$ cat config.mk
export PLATFORM = sky130hd
export DESIGN_NAME = mep_div_chain
export DESIGN_NICKNAME = d
export VERILOG_FILES = /design/src/rtl/core/mep_pkg.sv /design/src/rtl/core/mep_div_cell.sv /design/src/rtl/core/mep_div_chain.sv
export SDC_FILE = /design/constraint.sdc
export NUM_CORES = 2
export LEC_CHECK = 0
export ABC_CLOCK_PERIOD_IN_PS = 3800
export BUFFER_PORTS_ARGS = -buffer_cell sky130_fd_sc_hd__buf_2
export CORE_ASPECT_RATIO = 1.1
export CORE_MARGIN = 2
export CORE_UTILIZATION = 45
export CTS_BUF_LIST = sky130_fd_sc_hd__clkbuf_8 sky130_fd_sc_hd__clkbuf_16
export DETAILED_ROUTE_END_ITERATION = 16
export PLACE_DENSITY = 0.59
export SETUP_SLACK_MARGIN = 0.5
export SKIP_CTS_REPAIR_TIMING = 1
export SLEW_MARGIN = 25
export SYNTH_ARGS = -nofsm -noshare
export SYNTH_HDL_FRONTEND = slang
export SYNTH_HIERARCHICAL = 1
export SYNTH_SLANG_ARGS = --single-unit
$ cat constraint.sdc
create_clock -name clk_i -period 3.8 [get_ports clk_i]
set_input_delay 0.76 -clock clk_i [delete_from_list [all_inputs] [get_ports clk_i]]
set_output_delay 0.76 -clock clk_i [all_outputs]
set_load 0.05 [all_outputs]
$ cat src/rtl/core/mep_pkg.sv
// Shared types, widths and constants of the Mandelbrot escape-time pixel block.
package mep_pkg;

  localparam int unsigned MAX_ITER_DEF = 128;
  localparam int unsigned MAX_SIDE_DEF = 4096;

  localparam int unsigned VIEW_W     = 32;
  localparam int unsigned SIDE_REG_W = 13;
  localparam int unsigned PIX_W      = 12;
  localparam int unsigned CFG_IDX_W  = 3;
  localparam int unsigned ESC_W      = 7;

  localparam int unsigned SPAN_W  = VIEW_W + 1;
  localparam int unsigned PROD_W  = PIX_W + SPAN_W;
  localparam int unsigned DIV_W   = PROD_W - 1;
  localparam int unsigned MAP_W   = PROD_W + 1;

  localparam int unsigned FRAC_BITS = 28;
  localparam int unsigned A_W       = 31;
  localparam int unsigned PROD2_W   = 2 * A_W;
  localparam int unsigned NW        = 36;

  localparam logic signed [NW-1:0] BIG_POS = NW'(64'sd1073741824);
  localparam logic signed [NW-1:0] BIG_NEG = -BIG_POS;
  localparam logic [PROD2_W-1:0] ESC_BOUND = PROD2_W'(64'd5) << 56;

  localparam logic signed [MAP_W-1:0] MAP_QMAX = MAP_W'(64'sd2147483647);
  localparam logic signed [MAP_W-1:0] MAP_QMIN = MAP_W'(-64'sd2147483648);

  localparam int unsigned SCALE = 126;
  localparam logic [ESC_W-1:0] NO_ESCAPE = 7'd127;

  localparam logic signed [VIEW_W-1:0] X_START_RST = -32'sd536870912;
  localparam logic signed [VIEW_W-1:0] X_END_RST   = 32'sd268435456;
  localparam logic signed [VIEW_W-1:0] Y_START_RST = -32'sd268435456;
  localparam logic signed [VIEW_W-1:0] Y_END_RST   = 32'sd268435456;
  localparam logic [SIDE_REG_W-1:0] SIDE_RST = 13'd1024;

  typedef enum logic [CFG_IDX_W-1:0] {
    REG_X_START = 3'd0,
    REG_X_END   = 3'd1,
    REG_Y_START = 3'd2,
    REG_Y_END   = 3'd3,
    REG_WIDTH   = 3'd4,
    REG_HEIGHT  = 3'd5
  } cfg_reg_e;

  typedef struct packed {
    logic valid;
    logic tag;
  } div_ctl_t;

  typedef struct packed {
    logic             done;
    logic [ESC_W-1:0] value;
  } iter_res_t;

endpackage

$ cat src/rtl/core/mep_div_cell.sv
// One restoring division step cell of the coordinate divider chain.
module mep_div_cell import mep_pkg::*; #(
  parameter int unsigned DW = 13
) (
  input  logic             clk_i,
  input  logic             rst_ni,
  input  div_ctl_t         ctl_i,
  input  logic [DW-1:0]    rem_i,
  input  logic [DIV_W-1:0] word_i,
  input  logic [DW-1:0]    side_x_i,
  input  logic [DW-1:0]    side_y_i,
  output div_ctl_t         ctl_o,
  output logic [DW-1:0]    rem_o,
  output logic [DIV_W-1:0] word_o
);

  div_ctl_t         ctl_q;
  logic [DW-1:0]    rem_q, rem_d;
  logic [DIV_W-1:0] word_q, word_d;
  logic [DW-1:0]    side;
  logic [DW:0]      partial;
  logic             qbit;

  always_comb begin
    side    = ctl_i.tag ? side_y_i : side_x_i;
    partial = {rem_i, word_i[DIV_W-1]};
    if (partial >= {1'b0, side}) begin
      qbit  = 1'b1;
      rem_d = DW'(partial - {1'b0, side});
    end else begin
      qbit  = 1'b0;
      rem_d = partial[DW-1:0];
    end
    word_d = {word_i[DIV_W-2:0], qbit};
  end

  always_ff @(posedge clk_i or negedge rst_ni) begin
    if (!rst_ni) begin
      ctl_q <= '0;
    end else begin
      ctl_q <= ctl_i;
    end
  end

  always_ff @(posedge clk_i) begin
    rem_q  <= rem_d;
    word_q <= word_d;
  end

  assign ctl_o  = ctl_q;
  assign rem_o  = rem_q;
  assign word_o = word_q;

endmodule

$ cat src/rtl/core/mep_div_chain.sv
// Chain of division cells that turns a product magnitude into its quotient by the image side.
module mep_div_chain import mep_pkg::*; #(
  parameter int unsigned DW = 13
) (
  input  logic             clk_i,
  input  logic             rst_ni,
  input  div_ctl_t         ctl_i,
  input  logic [DIV_W-1:0] dividend_i,
  input  logic [DW-1:0]    side_x_i,
  input  logic [DW-1:0]    side_y_i,
  output div_ctl_t         ctl_o,
  output logic [DIV_W-1:0] quotient_o
);

  div_ctl_t         ctl_w  [DIV_W+1];
  logic [DW-1:0]    rem_w  [DIV_W+1];
  logic [DIV_W-1:0] word_w [DIV_W+1];

  assign ctl_w[0]  = ctl_i;
  assign rem_w[0]  = '0;
  assign word_w[0] = dividend_i;

  for (genvar k = 0; k < DIV_W; k++) begin : g_cell
    mep_div_cell #(
      .DW(DW)
    ) u_cell (
      .clk_i   (clk_i),
      .rst_ni  (rst_ni),
      .ctl_i   (ctl_w[k]),
      .rem_i   (rem_w[k]),
      .word_i  (word_w[k]),
      .side_x_i(side_x_i),
      .side_y_i(side_y_i),
      .ctl_o   (ctl_w[k+1]),
      .rem_o   (rem_w[k+1]),
      .word_o  (word_w[k+1])
    );
  end

  assign ctl_o      = ctl_w[DIV_W];
  assign quotient_o = word_w[DIV_W];

endmodule

==> run_results.csv <==
group,metric,value,unit
status,outcome,"finished, final reports clean",
cts,cts_tree,"yes",
worst_setup_path,cp-end-kind,"register",
logic_synthesis,netlist_area,94300,um2
detailed_routing,ant_nets,0,
worst_setup_path,r2r_start,"g_cell[11].u_cell/ctl_o[0]",
grt,antenna_found_initial,2,
sta,hold_viol_final,0,
cells_and_area,layout.nets,8981,
sta,rsz0062_at_grt,"false",
logic_synthesis,synth_area_per_cell,12.1,um2
logic_synthesis,synthCells,7822,
floorplan,die_y,484,um
cts,clkSinkCount,2583,
detailed_routing,drt_first_pass_iters,5,
worst_hold_path,hold_depth,3,
worst_hold_path,hold_end,"g_cell[0].u_cell/rem_o[0]",
flow_run,cap_violations,0,
cts,cts_buffers,277,
sta,clock_skew,0.0503,ns
cts,clockBufferDepth,4,
worst_hold_path,hold_path.class,"input pin to register",
worst_hold_path,min_from,"dividend_i[43]",
logic_synthesis,ys_warn_count,6,
worst_setup_path,r2r-end,"g_cell[12].u_cell/rem_o[3]",
grt,grt_max_degree,59,
floorplan,start_util,45.2,%
place,gp_congestion,0.866,
grt,grtUsageTotal,19.3,%
worst_setup_path,cp_slowest_cell,"a21oi_4",
detailed_routing,drcViolationCount,0,
power,leakage,46.7,nW
worst_setup_path,path_cells,"buf_4 -> mux2i_1 -> fa_1 -> a211oi_2 -> o21bai_2 -> a21oi_4 -> a21oi_4 -> mux2_2",
sta,drv_slew,0,
sta,max_slew_margin,48.6,%
detailed_routing,viasPerCell,5.20,
grt,grt_pass1_vias,58000,
cts,cts_root_buffer,"clkbuf_16",
floorplan,rows,176,
grt,grt_pass1_wl,325,mm
detailed_routing,vias,58500,
sta,finalSetupViolations,0,
sta,tightest_slew,0.772,ns
cells_and_area,drive_gt1_share,17.7,%
power,peakVddDrop,0.412,mV
sta,fmax,322,MHz
worst_setup_path,path_common_cell,"a21oi_4",
power,p_per_area,1030,nW/um2
place,dp_hpwl,141,mm
worst_setup_path,crit_required,4.61,ns
worst_setup_path,arrival,3.92,ns
cells_and_area,syn2layout_area_growth,15.5,%
sta,worst_slack,0.692,ns
place,placed_cells,10700,
worst_setup_path,crit_type,"register to register",
sta,finalCriticalPeriod,3.11,ns
worst_setup_path,regToRegSetupSlack,0.69,ns
detailed_routing,routedWlPerCell,18.6,um
worst_setup_path,rr_worst_depth,8,
worst_setup_path,critPathLaunchType,"register",
cts,clk_pin_slew,0.06,ns
worst_setup_path,cp_max_fo,23,
sta,fin_tns_setup,0,ns
floorplan,ios,120,
worst_setup_path,critical-path-max-stage-delay,0.60,ns
detailed_routing,drt-total-wl,209,mm
cts,clk-insertion-delay-late,0.92,ns
place,place_ws,0.0979,ns
floorplan,core-area,209000,um2
place,place.port_buffers,119,
floorplan,dieArea,213000,um2
cells_and_area,fin_cells,11200,
cts,htreeDepth,5,
sta,fin_crit_sh,81.8,%
grt,overflow,0,
detailed_routing,drt_iter0_markers,3161,
floorplan,die_w,440,um
==> state kept, by name (all words and copies together), names as in the netlist <==
name and count:
g_cell.u_cell/rem_o 559, g_cell.u_cell/word_o 1936, g_cell.u_cell/ctl_o 88
==> worst max-delay path by stage <==
stage,startpoint,to,slack [ns],depth (start not counted)
2_1_floorplan,ctl_i[0],g_cell[0].u_cell/rem_o[8],0.58,10
3_3_place_gp,side_y_i[5],g_cell[12].u_cell/rem_o[3],0.06,8
3_5_place_dp,side_y_i[5],g_cell[12].u_cell/rem_o[3],0.1,8
4_1_cts,g_cell[35].u_cell/ctl_o[0],g_cell[36].u_cell/rem_o[1],0.50,8
5_1_grt,g_cell[15].u_cell/ctl_o[0],g_cell[16].u_cell/rem_o[8],0.51,8
6_report,g_cell[11].u_cell/ctl_o[0],g_cell[12].u_cell/rem_o[3],0.69,8
==> placed cells by master (no fill, tap or decap), types with 42 or more instances in the layout <==
master and count:
nor3_1 133, fa_1 44, mux2i_1 529, o2111a_1 45, a21oi_4 84, dfxtp_1 2495, a21oi_1 553, clkbuf_8 51
or2_2 43, buf_12 58, buf_4 117, xnor2_1 131, o211ai_1 45, and3_1 42, a211oi_2 84, ha_1 572
xor2_1 295, nand4_1 88, dlygate4sd3_1 45, inv_1 175, a31o_2 42, a21o_1 91, o21a_1 126, o21bai_2 42
nand2b_1 127, dfrtp_1 88, clkbuf_16 281, o21ai_0 257, mux2_2 210, nand2_1 217, a21oi_2 87, buf_2 112
o211a_1 44, nor2_1 578, a2111oi_2 83
==> layout make-up <==
class | instances | area, um2
Tap cell | 2759 | 3450
Fill cell | 18300 | 99900
Antenna cell | 1 | 2.50
Clock inverter | 140 | 1530
Multi-Input combinational cell | 4961 | 40400
Timing Repair Buffer | 333 | 3060
Clock buffer | 332 | 7730
Inverter | 135 | 522
Sequential cell | 2583 | 52200
==> report_power, final <==
group          switching [mW]  internal [mW]  total (mW)
Clock                    10.4           16.5        26.8
Sequential               4.01           36.9        40.9
Combinational            25.3           19.6        44.9
==> critical path, delay by kind of cell (launching register included) <==
| kind | cells | cell delay, ns |
|---|---|---|
| compound gates | 4 | 1.09 |
| mux | 2 | 0.76 |
| flops | 1 | 0.52 |
| fa+ha+maj | 1 | 0.31 |
| buf+inv | 1 | 0.30 |
==> metal layers <==
metal / wire, um / GRT usage, %
met5: 0 / 0
met4: 7120 / 7.26
met3: 9600 / 3.34
met2: 95500 / 31.2
met1: 96700 / 25.7
==> stage by stage <==
stage / power, mW / hold WS (ns) / instance area [um2] / utilization (%)
after CTS: 113 / -0.163 / 108000 / 51.9
after global placement: 85.0 / 0.310 / 99000 / 47.4
after detailed placement: 85.5 / 0.312 / 99000 / 47.4
final: 113 / 0.0890 / 109000 / 52.2
after global routing: 120 / 0.0693 / 109000 / 52.2
after floorplan: 77.1 / 0.310 / 94400 / -
Power figures use the tool's default switching activity.
